[src/hw/rtl/mmsr_pkg.sv]
// Shared constants and types of the mixer mute/solo resolver.
`timescale 1ns / 1ps
`default_nettype none

package mmsr_pkg;

  localparam int MAX_TRACKS = 64;
  localparam int ID_W       = 7;
  localparam int SLOT_W     = $clog2(MAX_TRACKS);
  localparam int CNT_W      = $clog2(MAX_TRACKS + 1);

  // One entry of the track memory.
  typedef struct packed {
    logic            group;
    logic            soloed;
    logic            muted;
    logic [ID_W-1:0] parent;
    logic            present;
  } entry_t;

  localparam int ENTRY_W = $bits(entry_t);

endpackage

`default_nettype wire

[src/hw/rtl/mmsr_in_if.sv]
// Input channel of the resolver: one write or query word per handshake.
`timescale 1ns / 1ps
`default_nettype none

interface mmsr_in_if;
  logic                     valid;
  logic                     ready;
  logic                     mode;
  logic [mmsr_pkg::ID_W-1:0] track_id;
  logic                     present;
  logic [mmsr_pkg::ID_W-1:0] parent_id;
  logic                     muted_flag;
  logic                     soloed_flag;
  logic                     is_group;

  modport source (output valid, mode, track_id, present, parent_id, muted_flag,
                  soloed_flag, is_group, input ready);
  modport sink   (input valid, mode, track_id, present, parent_id, muted_flag,
                  soloed_flag, is_group, output ready);
endinterface

`default_nettype wire

[src/hw/rtl/mmsr_out_if.sv]
// Result channel of the resolver: one result word per handshake.
`timescale 1ns / 1ps
`default_nettype none

interface mmsr_out_if;
  logic valid;
  logic ready;
  logic audible;
  logic any_solo;
  logic known;

  modport source (output valid, audible, any_solo, known, input ready);
  modport sink   (input valid, audible, any_solo, known, output ready);
endinterface

`default_nettype wire

[src/hw/rtl/mmsr_ram.sv]
// Generic single-write, single-read RAM with a registered read port.
`timescale 1ns / 1ps
`default_nettype none

module mmsr_ram #(
  parameter int WIDTH = 8,
  parameter int DEPTH = 16
) (
  input  wire logic                     clk,
  input  wire logic                     we,
  input  wire logic [$clog2(DEPTH)-1:0] waddr,
  input  wire logic [WIDTH-1:0]         wdata,
  input  wire logic                     re,
  input  wire logic [$clog2(DEPTH)-1:0] raddr,
  output logic      [WIDTH-1:0]         rdata
);

  logic [WIDTH-1:0] mem [DEPTH];

  always_ff @(posedge clk) begin
    if (we) begin
      mem[waddr] <= wdata;
    end
    if (re) begin
      rdata <= mem[raddr];
    end
  end

endmodule

`default_nettype wire

[src/hw/rtl/mixer_mute_solo_resolver.sv]
// Top level of the mixer mute/solo resolver: track memory, walk sequencer, result register.
`timescale 1ns / 1ps
`default_nettype none

// The block keeps a 64-entry track table in one synchronous RAM and handles one word at a
// time. For a write word the accepting cycle reads the old entry, the lookup state updates
// the entry and the counts, and the done state loads the result register. A query reads the
// ancestors on the parent chain one at a time, at most track_count of them, through the
// single read port of the track RAM. The done state waits while an earlier result has not
// been taken. Per-entry valid flops mark the table empty at reset, so no clearing pass is
// needed. A new word is accepted as soon as the sequencer is idle, even while the previous
// result still waits in the output register.
module mixer_mute_solo_resolver (
  input wire logic  clk,
  input wire logic  rst,
  mmsr_in_if.sink   req,
  mmsr_out_if.source rsp
);

  localparam logic [1:0] S_IDLE   = 2'd0;
  localparam logic [1:0] S_LOOKUP = 2'd1;
  localparam logic [1:0] S_WALK   = 2'd2;
  localparam logic [1:0] S_DONE   = 2'd3;

  logic [1:0] state;

  // Latched input word.
  logic                      cur_mode;
  logic [mmsr_pkg::ID_W-1:0] cur_id;
  logic                      cur_present;
  logic [mmsr_pkg::ID_W-1:0] cur_parent;
  logic                      cur_muted;
  logic                      cur_soloed;
  logic                      cur_group;

  // Walk state.
  logic                       own_muted;
  logic                       own_soloed;
  logic                       own_group;
  logic                       mute_anc;
  logic                       solo_anc;
  logic [mmsr_pkg::ID_W-1:0]  walk_pid;
  logic [mmsr_pkg::CNT_W-1:0] steps;

  logic [mmsr_pkg::CNT_W-1:0]    track_count;
  logic [mmsr_pkg::CNT_W-1:0]    solo_count;
  logic [mmsr_pkg::MAX_TRACKS-1:0] vld;

  logic res_aud;
  logic res_known;

  logic                       ram_we;
  logic                       ram_re;
  logic [mmsr_pkg::SLOT_W-1:0] ram_raddr;
  logic [mmsr_pkg::SLOT_W-1:0] rd_slot;
  logic [mmsr_pkg::ENTRY_W-1:0] ram_rdata;
  mmsr_pkg::entry_t            entry_rd;
  mmsr_pkg::entry_t            entry_wr;

  logic                       id_ok;
  logic                       cand_ok;
  logic [mmsr_pkg::CNT_W-1:0] cand_steps;
  logic                       walk_stop;
  logic                       mute_n;
  logic                       solo_n;
  logic                       out_free;
  logic [mmsr_pkg::CNT_W-1:0] track_count_next;
  logic [mmsr_pkg::CNT_W-1:0] solo_count_next;

  function automatic logic [mmsr_pkg::SLOT_W-1:0] slot_of(input logic [mmsr_pkg::ID_W-1:0] id);
    logic [mmsr_pkg::ID_W-1:0] s;
    s = id - mmsr_pkg::ID_W'(1);
    return s[mmsr_pkg::SLOT_W-1:0];
  endfunction

  function automatic logic id_valid(input logic [mmsr_pkg::ID_W-1:0] id);
    return (id != '0) && (id <= mmsr_pkg::ID_W'(mmsr_pkg::MAX_TRACKS));
  endfunction

  function automatic logic aud_of(input logic grp, input logic mut, input logic sol,
                                  input logic manc, input logic sanc, input logic no_solo);
    return !(grp || mut || manc) && (no_solo || sol || sanc);
  endfunction

  mmsr_ram #(
    .WIDTH(mmsr_pkg::ENTRY_W),
    .DEPTH(mmsr_pkg::MAX_TRACKS)
  ) u_table (
    .clk  (clk),
    .we   (ram_we),
    .waddr(slot_of(cur_id)),
    .wdata(entry_wr),
    .re   (ram_re),
    .raddr(ram_raddr),
    .rdata(ram_rdata)
  );

  // An entry that was never written since reset reads as absent.
  assign entry_rd = vld[rd_slot] ? mmsr_pkg::entry_t'(ram_rdata) : '0;

  assign id_ok    = id_valid(cur_id);
  assign out_free = !rsp.valid || rsp.ready;
  assign req.ready = (state == S_IDLE);

  always_comb begin
    entry_wr = '0;
    if (cur_present) begin
      entry_wr.present = 1'b1;
      entry_wr.parent  = cur_parent;
      entry_wr.muted   = cur_muted;
      entry_wr.soloed  = cur_soloed;
      entry_wr.group   = cur_group;
    end
  end

  assign track_count_next = track_count - mmsr_pkg::CNT_W'(entry_rd.present)
                          + mmsr_pkg::CNT_W'(cur_present);
  assign solo_count_next  = solo_count - mmsr_pkg::CNT_W'(entry_rd.present & entry_rd.soloed)
                          + mmsr_pkg::CNT_W'(cur_present & cur_soloed);

  // The next ancestor is always the parent field of the entry just read.
  assign cand_steps = (state == S_WALK) ? steps + mmsr_pkg::CNT_W'(1) : '0;
  assign cand_ok    = (entry_rd.parent != '0) && (cand_steps < track_count)
                    && id_valid(entry_rd.parent);
  assign walk_stop  = !entry_rd.present || (entry_rd.parent == walk_pid);
  assign mute_n     = mute_anc | entry_rd.muted;
  assign solo_n     = solo_anc | entry_rd.soloed;

  assign ram_we = (state == S_LOOKUP) && !cur_mode && id_ok;

  always_comb begin
    ram_re    = 1'b0;
    ram_raddr = slot_of(entry_rd.parent);
    case (state)
      S_IDLE: begin
        ram_re    = req.valid;
        ram_raddr = slot_of(req.track_id);
      end
      S_LOOKUP: ram_re = cur_mode && id_ok && entry_rd.present && cand_ok;
      S_WALK:   ram_re = !walk_stop && cand_ok;
      default:  ram_re = 1'b0;
    endcase
  end

  always_ff @(posedge clk) begin
    if (ram_re) begin
      rd_slot <= ram_raddr;
    end
  end

  always_ff @(posedge clk) begin
    if (rst) begin
      state       <= S_IDLE;
      vld         <= '0;
      track_count <= '0;
      solo_count  <= '0;
      rsp.valid   <= 1'b0;
    end else begin
      // The done state reloads the result register itself when it is free.
      if (rsp.valid && rsp.ready && (state != S_DONE)) begin
        rsp.valid <= 1'b0;
      end
      case (state)
        S_IDLE: begin
          if (req.valid) begin
            cur_mode    <= req.mode;
            cur_id      <= req.track_id;
            cur_present <= req.present;
            cur_parent  <= req.parent_id;
            cur_muted   <= req.muted_flag;
            cur_soloed  <= req.soloed_flag;
            cur_group   <= req.is_group;
            state       <= S_LOOKUP;
          end
        end
        S_LOOKUP: begin
          if (!cur_mode) begin
            res_aud   <= 1'b0;
            res_known <= id_ok && cur_present;
            state     <= S_DONE;
            if (id_ok) begin
              track_count         <= track_count_next;
              solo_count          <= solo_count_next;
              vld[slot_of(cur_id)] <= 1'b1;
            end
          end else if (id_ok && entry_rd.present) begin
            res_known  <= 1'b1;
            own_muted  <= entry_rd.muted;
            own_soloed <= entry_rd.soloed;
            own_group  <= entry_rd.group;
            mute_anc   <= 1'b0;
            solo_anc   <= 1'b0;
            walk_pid   <= entry_rd.parent;
            steps      <= '0;
            if (cand_ok) begin
              state <= S_WALK;
            end else begin
              res_aud <= aud_of(entry_rd.group, entry_rd.muted, entry_rd.soloed,
                                1'b0, 1'b0, solo_count == '0);
              state   <= S_DONE;
            end
          end else begin
            res_aud   <= 1'b0;
            res_known <= 1'b0;
            state     <= S_DONE;
          end
        end
        S_WALK: begin
          if (walk_stop) begin
            // A missing or self-parented ancestor ends the walk without counting.
            res_aud <= aud_of(own_group, own_muted, own_soloed, mute_anc, solo_anc,
                              solo_count == '0);
            state   <= S_DONE;
          end else begin
            mute_anc <= mute_n;
            solo_anc <= solo_n;
            walk_pid <= entry_rd.parent;
            steps    <= cand_steps;
            if (!cand_ok) begin
              res_aud <= aud_of(own_group, own_muted, own_soloed, mute_n, solo_n,
                                solo_count == '0);
              state   <= S_DONE;
            end
          end
        end
        S_DONE: begin
          if (out_free) begin
            rsp.valid    <= 1'b1;
            rsp.audible  <= res_aud;
            rsp.known    <= res_known;
            rsp.any_solo <= (solo_count != '0);
            state        <= S_IDLE;
          end
        end
        default: state <= S_IDLE;
      endcase
    end
  end

  a_solo_le_tracks: assert property (@(posedge clk) disable iff (rst)
    solo_count <= track_count)
    else $error("solo count exceeds track count");

  a_walk_bounded: assert property (@(posedge clk) disable iff (rst)
    (state == S_WALK) |-> (steps < track_count))
    else $error("walk ran past the present-track count");

  a_walk_pid_nonzero: assert property (@(posedge clk) disable iff (rst)
    (state == S_WALK) |-> (walk_pid != '0) && (rd_slot == slot_of(walk_pid)))
    else $error("walk reads a slot other than the current ancestor");

  a_audible_known: assert property (@(posedge clk) disable iff (rst)
    rsp.valid |-> (!rsp.audible || rsp.known))
    else $error("audible result for an unknown track");

  a_write_from_lookup: assert property (@(posedge clk) disable iff (rst)
    ram_we |=> (state == S_DONE) && !res_aud)
    else $error("table write outside a write word");

endmodule

`default_nettype wire
[src/flat_wrapper.sv]
// flat-port wrapper written by rule: the top's interface ports become plain ports
module mixer_mute_solo_resolver_flat 
  (clk, rst, req_valid, req_mode, req_track_id, req_present, req_parent_id, req_muted_flag, req_soloed_flag, req_is_group, req_ready, rsp_valid, rsp_audible, rsp_any_solo, rsp_known, rsp_ready);
  mmsr_in_if req_i ();
  mmsr_out_if rsp_i ();
  input wire logic clk;
  input wire logic rst;
  input wire logic [$bits(req_i.valid)-1:0] req_valid;
  input wire logic [$bits(req_i.mode)-1:0] req_mode;
  input wire logic [$bits(req_i.track_id)-1:0] req_track_id;
  input wire logic [$bits(req_i.present)-1:0] req_present;
  input wire logic [$bits(req_i.parent_id)-1:0] req_parent_id;
  input wire logic [$bits(req_i.muted_flag)-1:0] req_muted_flag;
  input wire logic [$bits(req_i.soloed_flag)-1:0] req_soloed_flag;
  input wire logic [$bits(req_i.is_group)-1:0] req_is_group;
  output wire logic [$bits(req_i.ready)-1:0] req_ready;
  output wire logic [$bits(rsp_i.valid)-1:0] rsp_valid;
  output wire logic [$bits(rsp_i.audible)-1:0] rsp_audible;
  output wire logic [$bits(rsp_i.any_solo)-1:0] rsp_any_solo;
  output wire logic [$bits(rsp_i.known)-1:0] rsp_known;
  input wire logic [$bits(rsp_i.ready)-1:0] rsp_ready;
  assign req_i.valid = req_valid;
  assign req_i.mode = req_mode;
  assign req_i.track_id = req_track_id;
  assign req_i.present = req_present;
  assign req_i.parent_id = req_parent_id;
  assign req_i.muted_flag = req_muted_flag;
  assign req_i.soloed_flag = req_soloed_flag;
  assign req_i.is_group = req_is_group;
  assign req_ready = req_i.ready;
  assign rsp_valid = rsp_i.valid;
  assign rsp_audible = rsp_i.audible;
  assign rsp_any_solo = rsp_i.any_solo;
  assign rsp_known = rsp_i.known;
  assign rsp_i.ready = rsp_ready;
  mixer_mute_solo_resolver u_core (.clk(clk), .rst(rst), .req(req_i), .rsp(rsp_i));
endmodule
[config.mk]
export PLATFORM = sky130hd
export DESIGN_NAME = mixer_mute_solo_resolver_flat
export DESIGN_NICKNAME = d
export VERILOG_FILES = /design/src/hw/rtl/mmsr_pkg.sv /design/src/hw/rtl/mmsr_in_if.sv /design/src/hw/rtl/mmsr_out_if.sv /design/src/hw/rtl/mmsr_ram.sv /design/src/hw/rtl/mixer_mute_solo_resolver.sv /design/src/flat_wrapper.sv
export SDC_FILE = /design/constraint.sdc
export NUM_CORES = 1
export LEC_CHECK = 0
export BUFFER_PORTS_ARGS = -buffer_cell sky130_fd_sc_hd__buf_4
export CORE_MARGIN = 2
export CORE_UTILIZATION = 55
export DETAILED_ROUTE_END_ITERATION = 8
export GPL_TIMING_DRIVEN = 0
export PLACE_DENSITY = 0.71
export SYNTH_ARGS = -nofsm -noshare
export SYNTH_HDL_FRONTEND = slang
export SYNTH_SLANG_ARGS = --single-unit
[constraint.sdc]
create_clock -name clk -period 6.25 [get_ports clk]
set_clock_uncertainty 0.1 [all_clocks]
set_input_delay 1.25 -clock clk [delete_from_list [all_inputs] [get_ports clk]]
set_output_delay 1.25 -clock clk [all_outputs]
set_load 0.01 [all_outputs]
==> results of run 1 <==
## flip-flops by register name, indices dropped and copies added (netlist names), 2 cells and up
signal                count
u_core.track_count        7
u_core.rd_slot            6
u_core.vld               64
u_core.cur_parent         7
u_core.steps              7
u_core.u_table.mem      704
u_core.walk_pid           7
u_core.solo_count         7
u_core.state              2
u_core.cur_id             7
u_core.u_table.rdata     11
## Yosys cell counts (all sizes together), types with 3 or more instances
cell	instances
inv	37
ha	30
mux2	6
nand4	5
o21ai	12
nor3b	4
o22ai	3
a21oi	53
a31oi	9
o211ai	4
clkbuf	65
dfxtp	81
nor4	6
or3	4
nand2b	10
o21bai	3
nor2	245
o221ai	4
edfxtp	764
a22oi	57
a311oi	4
and2	16
a41oi	20
nand2	155
nor2b	9
mux4	143
xnor2	18
nor3	18
a211oi	16
a21o	14
o31ai	3
buf	39
nand3	66
a22o	11
and3	34
o21a	5
xor2	10
mux2i	57
## repair_timing
| item | CTS | global route |
|---|---|---|
| resized for setup | 52 | 27 |
| setup endpoints to repair | 11 | 11 |
| setup buffers | 0 | 1 |
| pin swaps | 0 | 7 |
## kinds of logic after synthesis
group | after synthesis | synth area share
flip-flops | 845 | 0.724
XOR/XNOR | 28 | 0.00723
adder cells (fa/ha/maj) | 32 | 0.0122
AND/OR/NAND/NOR | 583 | 0.0760
AO/OA/AOI/OAI | 230 | 0.0482
multiplexers | 206 | 0.114
buffers and inverters | 141 | 0.0184
## layer usage
metal  vias up  share of wire
met3       166          0.087
li1       8288              -
met2      1009           0.48
met1      9903           0.40
met4         0          0.036
met5         -              0
## critical path: cells and delay by family (launching register included)
kind / cells / cell delay [ns]
buf+inv: 10 / 2.04
compound gates: 6 / 1.30
simple gates: 6 / 1.20
mux: 1 / 0.56
flops: 1 / 0.32
fa+ha+maj: 1 / 0.21
## through the flow
stage / instances / TNS (ns)
floorplan: 2065 / 0
global placement: 2882 / -11.89
detailed placement: 2897 / -12.22
CTS: 3048 / 0
global route: 3047 / 0
finish: 3047 / 0
## area by class of cell
class | count | area share
Buffer | 102 | 0.0137
Clock buffer | 107 | 0.0609
Clock inverter | 44 | 0.0103
Inverter | 37 | 0.00373
Multi-Input combinational cell | 1079 | 0.235
Sequential cell | 845 | 0.637
Tap cell | 790 | 0.0256
Timing Repair Buffer | 43 | 0.0135
## power breakdown
| group | switching (W) | internal, W | leakage (nW) | total [W] |
|---|---|---|---|---|
| Clock | 0.00209 | 0.00294 | 1.34 | 0.00503 |
| Combinational | 0.00524 | 0.00312 | 3.73 | 0.00836 |
| Sequential | 0.000104 | 0.00649 | 7.63 | 0.00660 |
## final timing paths
path	startpoint	end	slack [ns]	depth (start not counted)
max reg2reg	u_core.rd_slot[0]$_DFFE_PP_	u_core.u_table.rdata[4]$_DFFE_PP_	0.18	24
max	u_core.rd_slot[0]$_DFFE_PP_	u_core.u_table.rdata[4]$_DFFE_PP_	0.18	24
min	u_core.res_aud$_DFFE_PP_	u_core.rsp.audible$_DFFE_PP_	0.32	0
min reg2reg	u_core.res_aud$_DFFE_PP_	u_core.rsp.audible$_DFFE_PP_	0.32	0
==> flow_metrics.tcl, run 1 <==
set metrics [dict create \
    synth_ff_type "edfxtp_1" \
    grt_util_all_layers 0.263 \
    via_per_inst 6.36 \
    layout-drive-gt1-share 0.188 \
    hold_viol 0 \
    dr_total_vias 19366 \
    insertedDiodeCount 0 \
    ys_types 63 \
    ant_nets 0 \
    cap_violations 0 \
    hold_ws_ns 0.318 \
    post-place-ws_ns -1.24 \
    nets 2247 \
    dpl_cell_area_um2 35500 \
    portBuffers 27 \
    use_met2 0.412 \
    status "finished, final reports clean" \
    crit_path_top_delay_cell "or4b_4" \
    dieArea_um2 63700 \
    total_power_w 0.0200 \
    rsz0062_at_grt "no" \
    grtUsageMet1 0.373 \
    wl_um 82500 \
    cts.path.max_buffers 3 \
    ir_drop_mv 0.332 \
    synth_nets 2120 \
    clock_sinks 845 \
    avgSynthCellArea_um2 16.4 \
    die_x_um 252 \
    cts_max_level 3 \
    crit_path_end_kind "register" \
    antenna_found_initial 0 \
    postLayoutCellArea_um2 38500 \
    synth.area.top_cells "edfxtp_1 (68%), mux4_2 (9.5%), dfxtp_1 (4.8%)" \
    overflow 0 \
    powerDensity_nw_per_um2 519 \
    yosys_warnings 0 \
    post-dp-hpwl_um 55000 \
    cts_root_buf "clkbuf_16" \
    rows 91 \
    grt_pass1_wl_um 122000 \
    final_common_cell "edfxtp_1" \
    grt_pass1_vias 18955 \
    syn_inst 2065 \
    relSlewSlack 0.0991 \
    hold_class "reg2reg" \
    wl_per_cell_um 27.1 \
    clk_pin_slew_ns 0.06 \
    path_class "reg2reg" \
    fillers 4266 \
    grt.met3_usage 0.0419 \
    core-area_um2 61400 \
    p_leak_nw 12.7 \
    slowest_delay_ns 0.58 \
    dr.pass1.iters 6 \
    fin_crit_ns 6.07 \
    multiInputGateArea_um2 9060 \
    clk_latency_ns 0.64 \
    cp_cell_sequence "buf_4 > buf_6 > mux4_2 > nand3_1 > a31oi_1 > or4b_4 > a31o_1 > buf_4 > buf_4 > inv_4 > ha_4 > nand3b_1 > o21ai_0 > a31oi_2 > and3_1 > buf_4 > inv_2 > buf_4 > clkbuf_4 > clkbuf_4 > nand2_1 > nand3_1 > a41oi_2 > a211oi_2" \
    ys_ff_latch 845 \
    drt_iter0_markers 2199 \
    synth_edf_count 764 \
    drc 0 \
    grt.busiest_layer "met2" \
    worst_pin_slew_ns 1.35 \
    ios 28 \
    ys_seq_area_frac 0.724 \
    synth.top_cell.area_share 0.676 \
    die_h_um 252 \
    cp.arrival_ns 6.33 \
    path_max_fanout 10 \
    fin_util 0.628 \
    register_area_um2 24600 \
    yosysTopAreaCell "edfxtp_1" \
    cts_tree "done" \
    setup_viol 0 \
    fmax_mhz 165 \
    syn-cell-area_um2 33900 \
    gp_congestion 0.934 \
    final_cell_mix "edfxtp_1 (764), nor2_1 (242), nand2_1 (155)" \
    async_flop_share 0 \
    fin_ws_ns 0.181 \
    cts-buffers-inserted 84 \
    critPathLaunchType "register" \
    area_growth_pct 13.6 \
    initial_core_util 0.553 \
    cp_common_cell "buf_4" \
    holdBufCountCts 0 \
    slew_violations 0 \
    cp.required_ns 6.52 \
    grt_max_degree 61 \
    fin_crit_sh 0.971 \
]
Power figures use the tool's default switching activity.
==> inputs of run 2 (changes only) <==
--- a/config.mk
+++ b/config.mk
@@ -11,6 +11,7 @@
 export DETAILED_ROUTE_END_ITERATION = 8
 export GPL_TIMING_DRIVEN = 0
 export PLACE_DENSITY = 0.71
+export RECOVER_POWER = 50
 export SYNTH_ARGS = -nofsm -noshare
 export SYNTH_HDL_FRONTEND = slang
 export SYNTH_SLANG_ARGS = --single-unit
==> flow_metrics.tcl, run 2 (synthesis results as in run 1) <==
set metrics [dict create \
    top_register "u_core.u_table.mem" \
    ant_nets 0 \
    cap_violations 20 \
    path_max_fanout 10 \
    postLayoutCellArea_um2 38200 \
    grt_util_all_layers 0.263 \
    grt_max_degree 61 \
    wl_um 82400 \
    worstPathBufferInverterCount 10 \
    dr.pass1.iters 6 \
    cp.arrival_ns 6.37 \
    cp.required_ns 6.51 \
    cts_max_level 3 \
    cp_top_family "buffers and inverters" \
    grt_pass1_wl_um 122000 \
    relSlewSlack -0.740 \
    post-dp-hpwl_um 55000 \
    cp_cell_sequence "buf_4 > buf_6 > mux4_2 > o221ai_1 > or4b_4 > a31o_1 > buf_4 > buf_4 > inv_4 > ha_4 > nand3b_1 > o21ai_0 > a31oi_2 > and3_1 > buf_4 > inv_2 > buf_4 > clkbuf_4 > clkbuf_4 > nand2_1 > nand3_1 > a41oi_2 > a211oi_2" \
    wl_per_cell_um 27.0 \
    gp_congestion 0.934 \
    worst_pin_slew_ns 2.61 \
    fin_util 0.623 \
    cts_root_buf "clkbuf_16" \
    cts.path.max_buffers 3 \
    largestRegisters "u_core.u_table.mem x704, u_core.vld x64, u_core.u_table.rdata x11" \
    core-area_um2 61400 \
    setup_viol 0 \
    via_per_inst 6.32 \
    initial_core_util 0.553 \
    clk_pin_slew_ns 0.06 \
    dpl_cell_area_um2 35500 \
    antenna_found_initial 0 \
    register_area_um2 24600 \
    clock_sinks 845 \
    fillers 4317 \
    final_cell_mix "edfxtp_1 (764), nor2_1 (244), nand2_1 (155)" \
    grt_pass1_vias 18955 \
    path_class "reg2reg" \
    drc 0 \
    violations "max-capacitance violations, max-slew violations" \
    fin_crit_ns 6.11 \
    die_h_um 252 \
    nets 2247 \
    critPathLaunchType "register" \
    slew_violations 694 \
    p_leak_nw 12.5 \
    status "finished with violations" \
    die_x_um 252 \
    ios 28 \
    crit_path_end_kind "register" \
    cp_common_cell "buf_4" \
    slowest_delay_ns 0.56 \
    drt_iter0_markers 2135 \
    crit_path_top_delay_cell "or4b_4" \
    layout-drive-gt1-share 0.171 \
    final_common_cell "edfxtp_1" \
    powerDensity_nw_per_um2 522 \
    cts-buffers-inserted 84 \
    dp_cells 2897 \
    area_growth_pct 12.7 \
    ir_drop_mv 0.334 \
    fin_crit_sh 0.978 \
    multiInputGateArea_um2 9040 \
    fmax_mhz 164 \
    cts_tree "done" \
    setup_tns_ns 0 \
    clk_latency_ns 0.64 \
    dr_total_vias 19271 \
    overflow 0 \
    hold_viol 0 \
    rows 91 \
    portBuffers 27 \
    dieArea_um2 63700 \
    hold_class "reg2reg" \
    insertedDiodeCount 0 \
    rsz0062_at_grt "no" \
    largest_reg_flops 704 \
    stdcell_count 3047 \
]
-- run 2: cell types whose count changed in the layout (fill, tap and decap cells not counted), moves of 2 or more --
| cell | previous run | this run |
|---|---|---|
| nor2_2 | 3 | 1 |
| buf_16 | 4 | 0 |
| nor2_1 | 242 | 244 |
| clkbuf_1 | 63 | 89 |
| clkbuf_4 | 6 | 19 |
| buf_4 | 43 | 18 |
| and2_2 | 10 | 0 |
| and2_0 | 0 | 10 |
| buf_12 | 8 | 0 |
-- run 2: worst register-to-register path: stages, from the launching register on --
cell and delay, ns:
edfxtp_1 0.32, buf_4 0.23, buf_6 0.21, mux4_2 0.50, o221ai_1 0.32, or4b_4 0.56, a31o_1 0.23, buf_4 0.21
buf_4 0.25, inv_4 0.19, ha_4 0.22, nand3b_1 0.13, o21ai_0 0.12, a31oi_2 0.27, and3_1 0.19, buf_4 0.22
inv_2 0.10, buf_4 0.20, clkbuf_4 0.25, clkbuf_4 0.25, nand2_1 0.10, nand3_1 0.09, a41oi_2 0.41, a211oi_2 0.18
-- run 2: where the power goes --
| part | switching, W | internal, W | leakage [nW] |
|---|---|---|---|
| registers | 0.000103 | 0.00651 | 7.63 |
| logic | 0.00524 | 0.00307 | 3.56 |
| clock network | 0.00209 | 0.00294 | 1.34 |
| total | 0.00744 | 0.0125 | 12.5 |
-- run 2: path summary, 6_finish.rpt --
check / slack [ns] / endpoint / start / depth (start not counted)
max reg2reg: 0.14 / u_core.u_table.rdata[4]$_DFFE_PP_ / u_core.rd_slot[0]$_DFFE_PP_ / 23
min: 0.32 / u_core.rsp.known$_DFFE_PP_ / u_core.res_known$_DFFE_PP_ / 0
max: 0.14 / u_core.u_table.rdata[4]$_DFFE_PP_ / u_core.rd_slot[0]$_DFFE_PP_ / 23
min reg2reg: 0.32 / u_core.rsp.known$_DFFE_PP_ / u_core.res_known$_DFFE_PP_ / 0
-- run 2: cell type report --
cell class | count | share of cell area
Tap cell | 790 | 0.0258
Sequential cell | 845 | 0.642
Buffer | 102 | 0.0137
Clock buffer | 107 | 0.0613
Timing Repair Buffer | 43 | 0.00628
Multi-Input combinational cell | 1079 | 0.236
Inverter | 37 | 0.00376
Clock inverter | 44 | 0.0104
-- run 2: metrics by stage --
stage | setup slack (ns) | hold WS (ns) | total power, W
after detailed placement | -1.24 | 0.312 | 0.0145
after global placement | -1.17 | 0.307 | 0.0143
after floorplan | 1.31 | 0.300 | 0.0117
final | 0.136 | 0.324 | 0.0200
after CTS | 0.00754 | 0.325 | 0.0197
after global routing | 0.0279 | 0.325 | 0.0206
-- run 2: repair_timing --
action                                  in CTS  in global routing
resized for setup                           52                 27
setup buffers                                0                  1
hold buffers                                 0                  0
endpoints found under the setup margin      11                 11
pin swaps                                    0                  7
-- run 2: per-layer routing --
layer  part of all wire  global-route usage  vias to the layer above
li1                   -                   -                     8291
met3              0.080              0.0419                      172
met5                  0                   0                        -
met1               0.41               0.373                     9915
met4              0.038               0.106                        0
met2               0.47               0.412                      893
